**src/hw/rtl/dtl_pkg.sv**
```systemverilog
// Shared types and constants for the text layout / glyph address block.
// No dependencies; every other file of the block imports this package.
`timescale 1ns / 1ps
`default_nettype none

package dtl_pkg;

  // Screen geometry, in pixels
  localparam logic [9:0] SCREEN_WIDTH  = 10'd320;
  localparam logic [9:0] SCREEN_HEIGHT = 10'd240;

  localparam logic [9:0] GLYPH_NARROW = 10'd8;
  localparam logic [9:0] GLYPH_WIDE   = 10'd16;
  localparam logic [9:0] LINE_PITCH   = 10'd16;
  localparam logic [9:0] MONO_ASCII_DY = 10'd2;

  localparam logic [7:0] CHAR_NUL     = 8'h00;
  localparam logic [7:0] CHAR_LF      = 8'h0A;
  localparam logic [7:0] CHAR_CR      = 8'h0D;
  localparam logic [7:0] CHAR_WIDE_SP = 8'hA1;  // both bytes of the full-width space

  localparam logic       CMD_BEGIN = 1'b0;
  localparam logic       CMD_BYTE  = 1'b1;

  typedef enum logic [1:0] {
    FONT_GRAY_GB    = 2'd0,
    FONT_MONO_GB    = 2'd1,
    FONT_GRAY_OTHER = 2'd2,
    FONT_MONO_GBK   = 2'd3
  } font_kind_e;

  typedef enum logic [2:0] {
    KIND_ASCII_GRAY = 3'd0,
    KIND_ASCII_MONO = 3'd1,
    KIND_HANZI_GRAY = 3'd2,
    KIND_HANZI_MONO = 3'd3,
    KIND_FINISHED   = 3'd4,
    KIND_BAD_CODE   = 3'd5
  } kind_e;

  typedef struct packed {
    logic       cmd;
    logic [7:0] code_byte;
    logic [8:0] start_x;
    logic [8:0] start_y;
    logic [3:0] fg_color;
    logic [3:0] bg_color;
  } in_beat_t;

  typedef struct packed {
    logic [2:0]  kind;
    logic [9:0]  draw_x;
    logic [9:0]  draw_y;
    logic [6:0]  ascii_code;
    logic [20:0] glyph_offset;
    logic        invert;
    logic [3:0]  out_fg;
    logic [3:0]  out_bg;
  } out_beat_t;

endpackage

`default_nettype wire

```
**src/hw/rtl/dtl_in_if.sv**
```systemverilog
// Input channel: valid/ready handshake carrying one string beat.
// Depends on dtl_pkg.
`timescale 1ns / 1ps
`default_nettype none

interface dtl_in_if;
  import dtl_pkg::*;

  logic     valid;
  logic     ready;
  in_beat_t payload;

  modport source (output valid, output payload, input ready);
  modport sink   (input valid, input payload, output ready);
endinterface

`default_nettype wire

```
**src/hw/rtl/dtl_out_if.sv**
```systemverilog
// Output channel: valid/ready handshake carrying one draw command beat.
// Depends on dtl_pkg.
`timescale 1ns / 1ps
`default_nettype none

interface dtl_out_if;
  import dtl_pkg::*;

  logic      valid;
  logic      ready;
  out_beat_t payload;

  modport source (output valid, output payload, input ready);
  modport sink   (input valid, input payload, output ready);
endinterface

`default_nettype wire

```
**src/hw/rtl/dbcs_text_layout_glyph_address.sv**
```systemverilog
// Top level of the mixed single/double-byte text layout block.
// Depends on dtl_pkg, dtl_in_if, dtl_out_if and dtl_layout.
//
// Usage:
//   in_ch  - sink of string beats. A beat with cmd = begin loads the cursor
//            and colors; a beat with cmd = byte carries one string byte.
//   out_ch - source of draw command beats (ascii / hanzi glyph, finished,
//            bad code). A byte gives at most one command; many give none.
//   cfg_we_i / cfg_wdata_i - write the 2-bit font kind; write only while
//            the block is idle.
// Path: an accepted beat is registered in the input register, worked through
//   the layout logic, and its command is loaded into the output register,
//   from which it is offered on out_ch.
// Throughput: one beat per cycle while out_ch does not stall; the cursor
//   update and the offset multiply fit between the input and output registers.
// Reset: the cursor, colors and lead byte clear, font kind returns to gray
//   GB2312, and the block is stopped: bytes are ignored until a begin beat.
// Stall: while out_ch holds a command that is not taken, the input register
//   still takes one more beat; after that in_ch.ready drops until out_ch
//   drains. No beat is lost or repeated.
`timescale 1ns / 1ps
`default_nettype none

module dbcs_text_layout_glyph_address (
  input  logic         clk_i,
  input  logic         rst_ni,
  input  logic         cfg_we_i,
  input  logic [1:0]   cfg_wdata_i,
  dtl_in_if.sink       in_ch,
  dtl_out_if.source    out_ch
);
  import dtl_pkg::*;

  // input register
  logic      s1_valid_q;
  in_beat_t  s1_item_q;
  logic      s1_adv;

  // layout result
  logic      res_valid;
  out_beat_t res;

  // output register
  logic      out_valid_q;
  out_beat_t out_beat_q;

  // the staged beat moves on whenever the output register is free or draining
  assign s1_adv      = s1_valid_q && (!out_valid_q || out_ch.ready);
  assign in_ch.ready = !s1_valid_q || s1_adv;

  always_ff @(posedge clk_i or negedge rst_ni) begin
    if (!rst_ni) begin
      s1_valid_q <= 1'b0;
    end else if (in_ch.ready) begin
      s1_valid_q <= in_ch.valid;
    end
  end

  always_ff @(posedge clk_i) begin
    if (in_ch.ready && in_ch.valid) begin
      s1_item_q <= in_ch.payload;
    end
  end

  dtl_layout u_layout (
    .clk_i      (clk_i),
    .rst_ni     (rst_ni),
    .cfg_we_i   (cfg_we_i),
    .cfg_wdata_i(cfg_wdata_i),
    .step_i     (s1_adv),
    .item_i     (s1_item_q),
    .res_valid_o(res_valid),
    .res_o      (res)
  );

  always_ff @(posedge clk_i or negedge rst_ni) begin
    if (!rst_ni) begin
      out_valid_q <= 1'b0;
    end else if (s1_adv) begin
      out_valid_q <= res_valid;
    end else if (out_ch.ready) begin
      out_valid_q <= 1'b0;
    end
  end

  always_ff @(posedge clk_i) begin
    if (s1_adv && res_valid) begin
      out_beat_q <= res;
    end
  end

  assign out_ch.valid   = out_valid_q;
  assign out_ch.payload = out_beat_q;

endmodule

`default_nettype wire

```
**src/hw/rtl/dtl_glyph_addr.sv**
```systemverilog
// Glyph file offset for a double-byte code under the selected font.
// Depends on dtl_pkg. Pure combinational: one multiply by the row length (94 or 190).
`timescale 1ns / 1ps
`default_nettype none

module dtl_glyph_addr (
  input  dtl_pkg::font_kind_e font_i,
  input  logic [7:0]          lead_i,
  input  logic [7:0]          trail_i,
  output logic [20:0]         offset_o,
  output logic                neg_o
);
  import dtl_pkg::*;

  logic signed [8:0]  row;
  logic signed [8:0]  col;
  logic signed [8:0]  row_len;
  logic signed [17:0] prod;
  logic signed [17:0] idx;

  // row/col relative to the first code of the table
  always_comb begin
    row_len = 9'sd94;
    row     = $signed({1'b0, lead_i}) - 9'sd160;
    col     = $signed({1'b0, trail_i}) - 9'sd160;
    case (font_i)
      FONT_MONO_GB: begin
        row = $signed({1'b0, lead_i}) - 9'sd161;
        col = $signed({1'b0, trail_i}) - 9'sd161;
      end
      FONT_MONO_GBK: begin
        row_len = 9'sd190;
        row     = $signed({1'b0, lead_i}) - 9'sd129;
        // GBK trail bytes skip 0x7F
        col     = (trail_i < 8'h7F) ? $signed({1'b0, trail_i}) - 9'sd64
                                    : $signed({1'b0, trail_i}) - 9'sd65;
      end
      default: begin
      end
    endcase
  end

  assign prod  = row_len * row;
  assign idx   = prod + 18'(col);
  assign neg_o = idx[17];

  // 16x16 gray glyphs are 128 bytes, mono glyphs 32 bytes
  always_comb begin
    if (neg_o) begin
      offset_o = '0;
    end else if (font_i == FONT_GRAY_GB) begin
      offset_o = {idx[13:0], 7'd0};
    end else begin
      offset_o = {idx[15:0], 5'd0};
    end
  end

endmodule

`default_nettype wire

```
**src/hw/rtl/dtl_layout.sv**
```systemverilog
// Text cursor, lead byte pairing and draw command generation for one beat.
// Depends on dtl_pkg and dtl_glyph_addr. State advances when step_i is high.
`timescale 1ns / 1ps
`default_nettype none

module dtl_layout (
  input  logic               clk_i,
  input  logic               rst_ni,
  input  logic               cfg_we_i,
  input  logic [1:0]         cfg_wdata_i,
  input  logic               step_i,
  input  dtl_pkg::in_beat_t  item_i,
  output logic               res_valid_o,
  output dtl_pkg::out_beat_t res_o
);
  import dtl_pkg::*;

  font_kind_e font_q;
  logic [9:0] cursor_x_q, cursor_x_d;
  logic [9:0] cursor_y_q, cursor_y_d;
  logic [7:0] lead_q, lead_d;
  logic       lead_pend_q, lead_pend_d;
  logic       drop_q, drop_d;
  logic       stopped_q, stopped_d;
  logic [3:0] fg_q, fg_d;
  logic [3:0] bg_q, bg_d;

  logic [9:0]  x1, y1, x2, y2;
  logic        inv;
  logic        wrap_lead;
  logic [20:0] offset;
  logic        neg;
  logic [7:0]  b;

  assign b   = item_i.code_byte;
  assign inv = (fg_q == 4'd15) && (bg_q == 4'd0);

  dtl_glyph_addr u_addr (
    .font_i  (font_q),
    .lead_i  (lead_q),
    .trail_i (b),
    .offset_o(offset),
    .neg_o   (neg)
  );

  // Line wrap chain: past the right edge, then glyph fit
  always_comb begin
    x1 = cursor_x_q;
    y1 = cursor_y_q;
    if (cursor_x_q > SCREEN_WIDTH) begin
      x1 = '0;
      y1 = cursor_y_q + LINE_PITCH;
    end
    x2 = x1;
    y2 = y1;
    if (x1 > SCREEN_WIDTH - GLYPH_NARROW) begin
      x2 = '0;
      y2 = y1 + LINE_PITCH;
    end
    wrap_lead = ({1'b0, x1} + 11'(GLYPH_NARROW)) >= {1'b0, SCREEN_WIDTH};
  end

  always_comb begin
    cursor_x_d  = cursor_x_q;
    cursor_y_d  = cursor_y_q;
    lead_d      = lead_q;
    lead_pend_d = lead_pend_q;
    drop_d      = drop_q;
    stopped_d   = stopped_q;
    fg_d        = fg_q;
    bg_d        = bg_q;
    res_valid_o = 1'b0;
    res_o       = '0;

    if (item_i.cmd == CMD_BEGIN) begin
      cursor_x_d  = {1'b0, item_i.start_x};
      cursor_y_d  = {1'b0, item_i.start_y};
      fg_d        = item_i.fg_color;
      bg_d        = item_i.bg_color;
      stopped_d   = 1'b0;
      lead_pend_d = 1'b0;
      lead_d      = '0;
      drop_d      = 1'b0;
    end else if (stopped_q) begin
      // idle until the next begin
    end else if (drop_q) begin
      drop_d = 1'b0;
    end else if (lead_pend_q) begin
      if (b == CHAR_NUL) begin
        stopped_d   = 1'b1;
        lead_pend_d = 1'b0;
        res_valid_o = 1'b1;
        res_o.kind  = KIND_FINISHED;
      end else begin
        lead_pend_d = 1'b0;
        cursor_x_d  = cursor_x_q + GLYPH_WIDE;
        if (!(lead_q == CHAR_WIDE_SP && b == CHAR_WIDE_SP)
            && font_q != FONT_GRAY_OTHER) begin
          res_valid_o  = 1'b1;
          res_o.draw_x = cursor_x_q;
          res_o.draw_y = cursor_y_q;
          if (neg) begin
            res_o.kind = KIND_BAD_CODE;
          end else if (font_q == FONT_GRAY_GB) begin
            res_o.kind         = KIND_HANZI_GRAY;
            res_o.glyph_offset = offset;
            res_o.invert       = inv;
          end else begin
            res_o.kind         = KIND_HANZI_MONO;
            res_o.glyph_offset = offset;
            res_o.out_fg       = fg_q;
            res_o.out_bg       = bg_q;
          end
        end
      end
    end else if (b == CHAR_NUL) begin
      stopped_d   = 1'b1;
      lead_pend_d = 1'b0;
      res_valid_o = 1'b1;
      res_o.kind  = KIND_FINISHED;
    end else begin
      cursor_x_d = x1;
      cursor_y_d = y1;
      if (y1 >= SCREEN_HEIGHT) begin
        stopped_d   = 1'b1;
        lead_pend_d = 1'b0;
        res_valid_o = 1'b1;
        res_o.kind  = KIND_FINISHED;
      end else if (b == CHAR_CR || b == CHAR_LF) begin
        cursor_x_d = '0;
        cursor_y_d = y1 + LINE_PITCH;
        drop_d     = 1'b1;
      end else if (!b[7]) begin
        cursor_x_d = x2 + GLYPH_NARROW;
        cursor_y_d = y2;
        if (font_q == FONT_GRAY_GB) begin
          res_valid_o      = 1'b1;
          res_o.kind       = KIND_ASCII_GRAY;
          res_o.draw_x     = x2;
          res_o.draw_y     = y2;
          res_o.ascii_code = b[6:0];
          res_o.invert     = inv;
        end else if (font_q != FONT_GRAY_OTHER) begin
          res_valid_o      = 1'b1;
          res_o.kind       = KIND_ASCII_MONO;
          res_o.draw_x     = x2;
          res_o.draw_y     = y2 + MONO_ASCII_DY;
          res_o.ascii_code = b[6:0];
          res_o.out_fg     = fg_q;
          res_o.out_bg     = bg_q;
        end
      end else begin
        if (wrap_lead) begin
          cursor_x_d = '0;
          cursor_y_d = y1 + LINE_PITCH;
        end
        lead_d      = b;
        lead_pend_d = 1'b1;
      end
    end
  end

  always_ff @(posedge clk_i or negedge rst_ni) begin
    if (!rst_ni) begin
      font_q      <= FONT_GRAY_GB;
      cursor_x_q  <= '0;
      cursor_y_q  <= '0;
      lead_q      <= '0;
      lead_pend_q <= 1'b0;
      drop_q      <= 1'b0;
      stopped_q   <= 1'b1;
      fg_q        <= '0;
      bg_q        <= '0;
    end else begin
      if (cfg_we_i) begin
        font_q <= font_kind_e'(cfg_wdata_i);
      end
      if (step_i) begin
        cursor_x_q  <= cursor_x_d;
        cursor_y_q  <= cursor_y_d;
        lead_q      <= lead_d;
        lead_pend_q <= lead_pend_d;
        drop_q      <= drop_d;
        stopped_q   <= stopped_d;
        fg_q        <= fg_d;
        bg_q        <= bg_d;
      end
    end
  end

`ifndef SYNTH
  a_finish_stops: assert property (@(posedge clk_i) disable iff (!rst_ni)
    step_i && res_valid_o && res_o.kind == KIND_FINISHED |=> stopped_q && !lead_pend_q)
    else $error("finished beat did not stop the layout");

  a_stopped_silent: assert property (@(posedge clk_i) disable iff (!rst_ni)
    stopped_q && item_i.cmd == CMD_BYTE |-> !res_valid_o)
    else $error("result produced while stopped");

  a_bad_code_clean: assert property (@(posedge clk_i) disable iff (!rst_ni)
    res_valid_o && res_o.kind == KIND_BAD_CODE |-> res_o.glyph_offset == '0 && !res_o.invert)
    else $error("bad code beat carries an offset");

  a_begin_clears: assert property (@(posedge clk_i) disable iff (!rst_ni)
    step_i && item_i.cmd == CMD_BEGIN |=> !stopped_q && !lead_pend_q && !drop_q)
    else $error("begin did not clear pending state");
`endif

endmodule

`default_nettype wire

```
**src/flat_wrapper.sv**
```systemverilog
// flat-port wrapper written by rule: the top's interface ports become plain ports
module dbcs_text_layout_glyph_address_flat import dtl_pkg::*;
  (clk_i, rst_ni, cfg_we_i, cfg_wdata_i, in_ch_valid, in_ch_payload, in_ch_ready, out_ch_valid, out_ch_payload, out_ch_ready);
  dtl_in_if in_ch_i ();
  dtl_out_if out_ch_i ();
  input  logic clk_i;
  input  logic rst_ni;
  input  logic cfg_we_i;
  input  logic [1:0] cfg_wdata_i;
  input wire logic [$bits(in_ch_i.valid)-1:0] in_ch_valid;
  input wire logic [$bits(in_ch_i.payload)-1:0] in_ch_payload;
  output wire logic [$bits(in_ch_i.ready)-1:0] in_ch_ready;
  output wire logic [$bits(out_ch_i.valid)-1:0] out_ch_valid;
  output wire logic [$bits(out_ch_i.payload)-1:0] out_ch_payload;
  input wire logic [$bits(out_ch_i.ready)-1:0] out_ch_ready;
  assign in_ch_i.valid = in_ch_valid;
  assign in_ch_i.payload = in_ch_payload;
  assign in_ch_ready = in_ch_i.ready;
  assign out_ch_valid = out_ch_i.valid;
  assign out_ch_payload = out_ch_i.payload;
  assign out_ch_i.ready = out_ch_ready;
  dbcs_text_layout_glyph_address u_core (.clk_i(clk_i), .rst_ni(rst_ni), .cfg_we_i(cfg_we_i), .cfg_wdata_i(cfg_wdata_i), .in_ch(in_ch_i), .out_ch(out_ch_i));
endmodule
```
**config.mk**
```make
export PLATFORM = sky130hd
export DESIGN_NAME = dbcs_text_layout_glyph_address_flat
export DESIGN_NICKNAME = d
export VERILOG_FILES = /design/src/hw/rtl/dtl_pkg.sv /design/src/hw/rtl/dtl_in_if.sv /design/src/hw/rtl/dtl_out_if.sv /design/src/hw/rtl/dbcs_text_layout_glyph_address.sv /design/src/hw/rtl/dtl_glyph_addr.sv /design/src/hw/rtl/dtl_layout.sv /design/src/flat_wrapper.sv
export SDC_FILE = /design/constraint.sdc
export NUM_CORES = 1
export LEC_CHECK = 0
export ABC_CLOCK_PERIOD_IN_PS = 9800
export BUFFER_PORTS_ARGS = -buffer_cell sky130_fd_sc_hd__buf_2
export CAP_MARGIN = 20
export CORE_UTILIZATION = 50
export CTS_BUF_LIST = sky130_fd_sc_hd__clkbuf_16
export DETAILED_ROUTE_END_ITERATION = 6
export GPL_ROUTABILITY_DRIVEN = 1
export PLACE_DENSITY = 0.72
export SYNTH_ARGS = -nofsm -noshare
export SYNTH_HDL_FRONTEND = slang
export SYNTH_SLANG_ARGS = --single-unit
```
**constraint.sdc**
```tcl
create_clock -name clk_i -period 9.8 [get_ports clk_i]
set_input_delay 2.45 -clock clk_i [delete_from_list [all_inputs] [get_ports clk_i]]
set_output_delay 2.45 -clock clk_i [all_outputs]
set_load 0.1 [all_outputs]
```
---- After elaboration in Yosys (flattened, before gate mapping) ----
Cells that the tools add are included.
W data, S select, Z words.
word-level totals
  flip-flop bits (word level) ............. 138
  word-level logic and storage cells ...... 188
  output and inout port bits .............. 62
cells by class
  bitwise operators ....................... 3
  add/subtract/negate cells ............... 14
  muxes and demuxes ....................... 98
  multiply operators ...................... 1
  equal/unequal tests ..................... 15
  reductions and logical operators ........ 26
  order comparisons ....................... 5
operators with widths
  kind                     number
  $mux W10                 23
  $mux W28                 4
  $mux W8                  12
  $mux W9                  9
  $mux W27                 2
  $mux W23                 2
  $sub A8 B8 Y9 const B    5
  $mux W1                  38
  $pmux W9 S2              2
  $add A10 B5 Y10 const B  3
  $mux W21                 1
  $gt A10 B9 Y1 const B    2
  $mux W20                 1
  $add A18 B9 Y18          1
  $mul A9 B9 Y18           1
  $sub A8 B7 Y9 const B    2
  $eq A8 B4 Y1 const B     2
  $eq A8 B8 Y1 const B     2
  $ne A2 B2 Y1 const B     8
  $reduce_or A8 Y1         2
  $mux W3                  4
  $add A10 B4 Y11 const B  1
  $ge A11 B9 Y1 const B    1
  $add A10 B2 Y10 const B  1
  other kinds (21)         33

---- Depth between registers and ports, before layout ----
  depth after elaboration ................. 13
  depth in mapped cells ................... 31
  mapped depth without buffers ............ 30

---- By module ----
A second synthesis with hierarchy kept.
second synthesis, totals
  cell total of the unflattened synthesis .. 1,024
  area total of the unflattened synthesis .. 10,199.8 um^2
by module, submodules not included
  module                          times used  area an instance (um^2)  cells an instance  seq. area each (um^2)
  dtl_layout                      1           3,662.3                  491                1,027.2
  dtl_glyph_addr                  1           3,575.9                  428                0.0
  dbcs_text_layout_glyph_address  1           2,961.6                  105                2,902.8

---- Least setup slack after synthesis ----
Ideal clock, no wire load.
  kind .................................... in2reg
  from .................................... input port out_ch_ready
  to ...................................... register u_core.out_beat_q (netlist bit u_core.out_ch.payload[0]), enable pin
  slack ................................... 2.355 ns
  required time ........................... 9.247 ns
  stages .................................. 3
  arrival time ............................ 6.892 ns
  path through ............................ nand2b_1 > nand2_1 > a211oi_1
on the way
  cells in the longest elaborated chain, start to end .. 3
ends and longest elaborated chain
  element               RTL line                              RTL
  from (decl)           flat_wrapper.sv:15                    input wire logic [$bits(out_ch_i.ready)-1:0] out_ch_ready;
  $logic_or A1 B1 Y1    dbcs_text_layout_glyph_address.sv:48  assign s1_adv = s1_valid_q && (!out_valid_q || out_ch.ready);
  $logic_and A1 B1 Y1   dbcs_text_layout_glyph_address.sv:48
  $logic_and A1 B1 Y1   dbcs_text_layout_glyph_address.sv:87  if (s1_adv && res_valid) begin
  to (signal assigned)  dbcs_text_layout_glyph_address.sv:88  out_beat_q <= res;
  to (decl)             dbcs_text_layout_glyph_address.sv:45  out_beat_t out_beat_q;
Every way passes these cells.
A chain may end at the register's enable or synchronous reset.

---- Worst setup path in the final report ----
  from .................................... register u_core.u_layout.lead_q[0]
  to ...................................... register u_core.out_beat_q (netlist bit u_core.out_ch.payload[7]), data pin
on the way
  cells in the longest elaborated chain, start to end .. 8
  elaborated cells on any way between the ends .. 14
ends and longest elaborated chain
  element                                  RTL line                                                          RTL
  from (decl)                              dtl_layout.sv:21                                                  logic [7:0] lead_q, lead_d;
  from (signal assigned)                   dtl_layout.sv:181                                                 lead_q <= lead_d;
  $sub A8 B8 Y9, on equally long branches  dtl_glyph_addr.sv:24, dtl_glyph_addr.sv:28, dtl_glyph_addr.sv:33
  $pmux W9 S2                              dtl_glyph_addr.sv:26                                              case (font_i)
  $mul A9 B9 Y18                           dtl_glyph_addr.sv:43                                              assign prod = row_len * row;
  $add A18 B9 Y18                          dtl_glyph_addr.sv:44                                              assign idx = prod + 18'(col);
  $mux W9                                  dtl_layout.sv:102                                                 if (neg) begin
  $mux W9 (*)                              dtl_layout.sv:97                                                  if (!(lead_q == CHAR_WIDE_SP && b == CHAR_WIDE_SP)
  $mux W9 (*)                              dtl_layout.sv:89                                                  if (b == CHAR_NUL) begin
  $mux W9 (*)                              dtl_layout.sv:88                                                  end else if (lead_pend_q) begin
Every way passes the cells marked *; elsewhere a longest branch is shown, timed or not.

==> reports/qor.csv <==
stage,metric,value,unit
routing,routed vias,7181,
job,max-capacitance violation count,0,
timing,period utilisation layout,78.2,%
critical_path,Worst setup EP type,flip-flop,
global_routing,largest net degree at the start of global routing,51,
timing,RSZ-0062 raised after global routing,no,
logic_synthesis,simple-gate share of the synthesized area,14.8,%
timing,final hold vios,0,
global_routing,GR Util All Layers,22.5,%
routing,post-route ant nets,0,
placement,Placer Congestion,0.942,
critical_path,startpoint types,flip-flop,
routing,drt total wl,21300,um
logic_synthesis,Post-synth EDFFs,90,
global_routing,initial antenna violation count,0,
cells_and_area,proportion of layout cells with a drive suffix above 1,16.6,%
critical_path,"slowest stage delay, CP",0.52,ns
timing,minimum clock period,7.66,ns
cells_and_area,nets,1192,
timing,actual slew at the worst max-slew pin,0.990,ns
logic_synthesis,post-synth top area cell,edfxtp_1,
logic_synthesis,XOR/XNOR Fraction of Synth Area,3.95,%
floorplanning,# rows,50,
clock_network,CTS tree,yes,
logic_synthesis,Post-synth ARST share,32.3,%
timing,setup_tns,0,ns
timing,worst-case clock skew,0.0110,ns
clock_network,cts repair resizes,0,
run_status,outcome,completed,
clock_network,Clock Pin Slew Worst Setup and Hold Paths,0.07,ns
logic_synthesis,Synth Cell Area,9530,um2
floorplanning,die area,19600,um2
logic_synthesis,Compound-Gate Fraction of Synth Area,12.5,%
logic_synthesis,Post-Synth Adder-Cell Area,19.6,%
global_routing,global-route wire length before repair,34400,um
logic_synthesis,yosys warns,0,
critical_path,Worst Path Arrival,7.84,ns
clock_network,CTS Buf Count,17,
clock_network,setup bufs post-CTS,0,
timing,max-slew violations,0,
critical_path,critical path type,flip-flop to flip-flop,
cells_and_area,share of the core filled with cells,57.8,%
timing,worst hold slack,0.473,ns
logic_synthesis,syn_area_per_cell,10.1,um2
placement,Placed Cells,1241,
floorplanning,Ports,104,
routing,vias per std cell,5.64,
timing,Setup Viol. Count Final,0,
placement,Port Buffer Count,98,
placement,Post-DP HPWL,16200,um
logic_synthesis,Post-Syn Instances,940,
cells_and_area,area grow syn2layout,13.4,%
logic_synthesis,"Seq/Total Area, Yosys",39.7,%
cells_and_area,final non-filler cell total,1274,
routing,Iter 0 DRT Violations,547,
critical_path,"Max stage delay cell, worst path",fa_1,
timing,FMAX,0.130,GHz
clock_network,cts hold-fix bufs,0,
worst_hold_path,worst hold path class,flip-flop to flip-flop,
logic_synthesis,Seq cells post-synth,133,
global_routing,gr ovfl total,0,
cells_and_area,"commonest non-fill, non-tap cell in the layout",inv_1,
cells_and_area,"commonest cells after routing, fill and taps aside","105 x inv_1, 98 x buf_2, 90 x edfxtp_1",
floorplanning,Initial Util,50.9,%
global_routing,vias in the first global route,6723,
logic_synthesis,Synth Flop Type,edfxtp_1,
logic_synthesis,largest family of logic cells by synthesized area,adder cells,
logic_synthesis,mux cell area share after synthesis,2.84,%
critical_path,Worst Path Required,9.98,ns
timing,Rel. slew slack,34.0,%
logic_synthesis,Yosys cell types,75,
cells_and_area,Antenna Cells,0,
clock_network,Worst-Skew Late Latency,0.43,ns
clock_network,Longest Clk Path Bufs,2,
clock_network,CTS sink cnt,133,
clock_network,htree depth,4,
critical_path,crit-path max FO,16,
routing,Routed WL per cell,16.7,um
floorplanning,Die Wd,140,um
clock_network,clk root buf,clkbuf_16,
floorplanning,Die Y,140,um
routing,DR pass1 iterations,6,
logic_synthesis,share of the synthesized area in the top cell type,28.4,%
logic_synthesis,Area contributors post-synth,"edfxtp_1 28%, dfrtp_1 11%, ha_1 11%, fa_1 8.8%, inv_1 4.1%",
floorplanning,core area,18700,um2
routing,DR DRC count,0,
[cells by family (layout without fill, tap and decap cells)]
family          Yosys count  count (layout)
xor+xnor                 43              43
fa+ha+maj               124             124
buf+inv                 151             245
mux                      25              25
other cells               1               7
flops                   133             133
simple gates            277             277
compound gates          186             186
[routing by layer]
metal  vias to the layer above  share of wire (%)  global-route usage, %
met5                         -                  0                      0
met4                         0                1.4                   6.88
met1                      3396                 46                   31.0
li1                       3459                  -                      -
met3                        24                6.8                   4.75
met2                       302                 46                   35.8
[path summary, 6_finish.rpt]
| path | from | cells past startpoint | slack (ns) | to |
|---|---|---|---|---|
| worst max-delay path | u_core.u_layout.lead_q[0]$_DFFE_PN0P_ | 28 | 2.14 | u_core.out_ch.payload[7]$_SDFFCE_PP0P_ |
| worst min-delay path | u_core.s1_item_q[17]$_DFFE_PP_ | 1 | 0.47 | u_core.u_layout.cursor_x_q[0]$_DFFE_PN0P_ |
| worst min register to register | u_core.s1_item_q[17]$_DFFE_PP_ | 1 | 0.47 | u_core.u_layout.cursor_x_q[0]$_DFFE_PN0P_ |
| max in group asynchronous | rst_ni | 2 | 7.39 | u_core.u_layout.stopped_q$_DFFE_PN1P_ |
| worst max register to register | u_core.u_layout.lead_q[0]$_DFFE_PN0P_ | 28 | 2.14 | u_core.out_ch.payload[7]$_SDFFCE_PP0P_ |
| min in group asynchronous | rst_ni | 1 | 1.87 | u_core.u_layout.bg_q[1]$_DFFE_PN0P_ |
[state kept, by name (all words and copies together) (netlist names)]
signal and count:
u_core.out_ch.payload 55, u_core.out_ch.valid 1, u_core.s1_item_q 35, u_core.s1_valid_q 1
u_core.u_layout.bg_q 4, u_core.u_layout.cursor_x_q 10, u_core.u_layout.cursor_y_q 10, u_core.u_layout.drop_q 1
u_core.u_layout.fg_q 4, u_core.u_layout.font_q 2, u_core.u_layout.lead_pend_q 1, u_core.u_layout.lead_q 8
u_core.u_layout.stopped_q 1
[cells in the mapped netlist, types with 22 or more instances]
master and count:
nor2_1 64, nand3_1 22, inv_1 104, fa_1 42, o21ai_0 26, dfrtp_1 42
clkbuf_1 27, edfxtp_1 90, ha_1 81, xnor2_1 28, a21oi_1 56, nand2_1 81
[metrics by stage]
step | instance area [um2] | setup WS, ns
finish | 10800 | 2.14
floorplan | 9550 | 2.35
CTS | 10800 | 2.15
global placement | 10200 | 2.49
global route | 10800 | 1.67
detailed placement | 10200 | 2.18
[area by class of cell]
type	count	area (um2)
well taps	234	293
clock buffers	17	425
clock inverters	15	193
repair buffers	107	571
fillers	1538	7900
multi-input cells	662	5150
flip-flops and latches	133	3780
inverters	106	398
[worst max-delay path: cells and delay by family, from the launching register on]
kind / cells / cell delay (ns)
XOR/XNOR: 2 / 0.56
AND/OR/NAND/NOR: 6 / 1.32
AO/OA/AOI/OAI: 6 / 1.21
buffers and inverters: 6 / 0.56
flip-flops: 1 / 0.45
adder cells (fa/ha/maj): 8 / 3.33
Power is left out: the tool's default activity adds up to more than one toggle a clock period on the data nets, which glitch-free logic cannot reach.
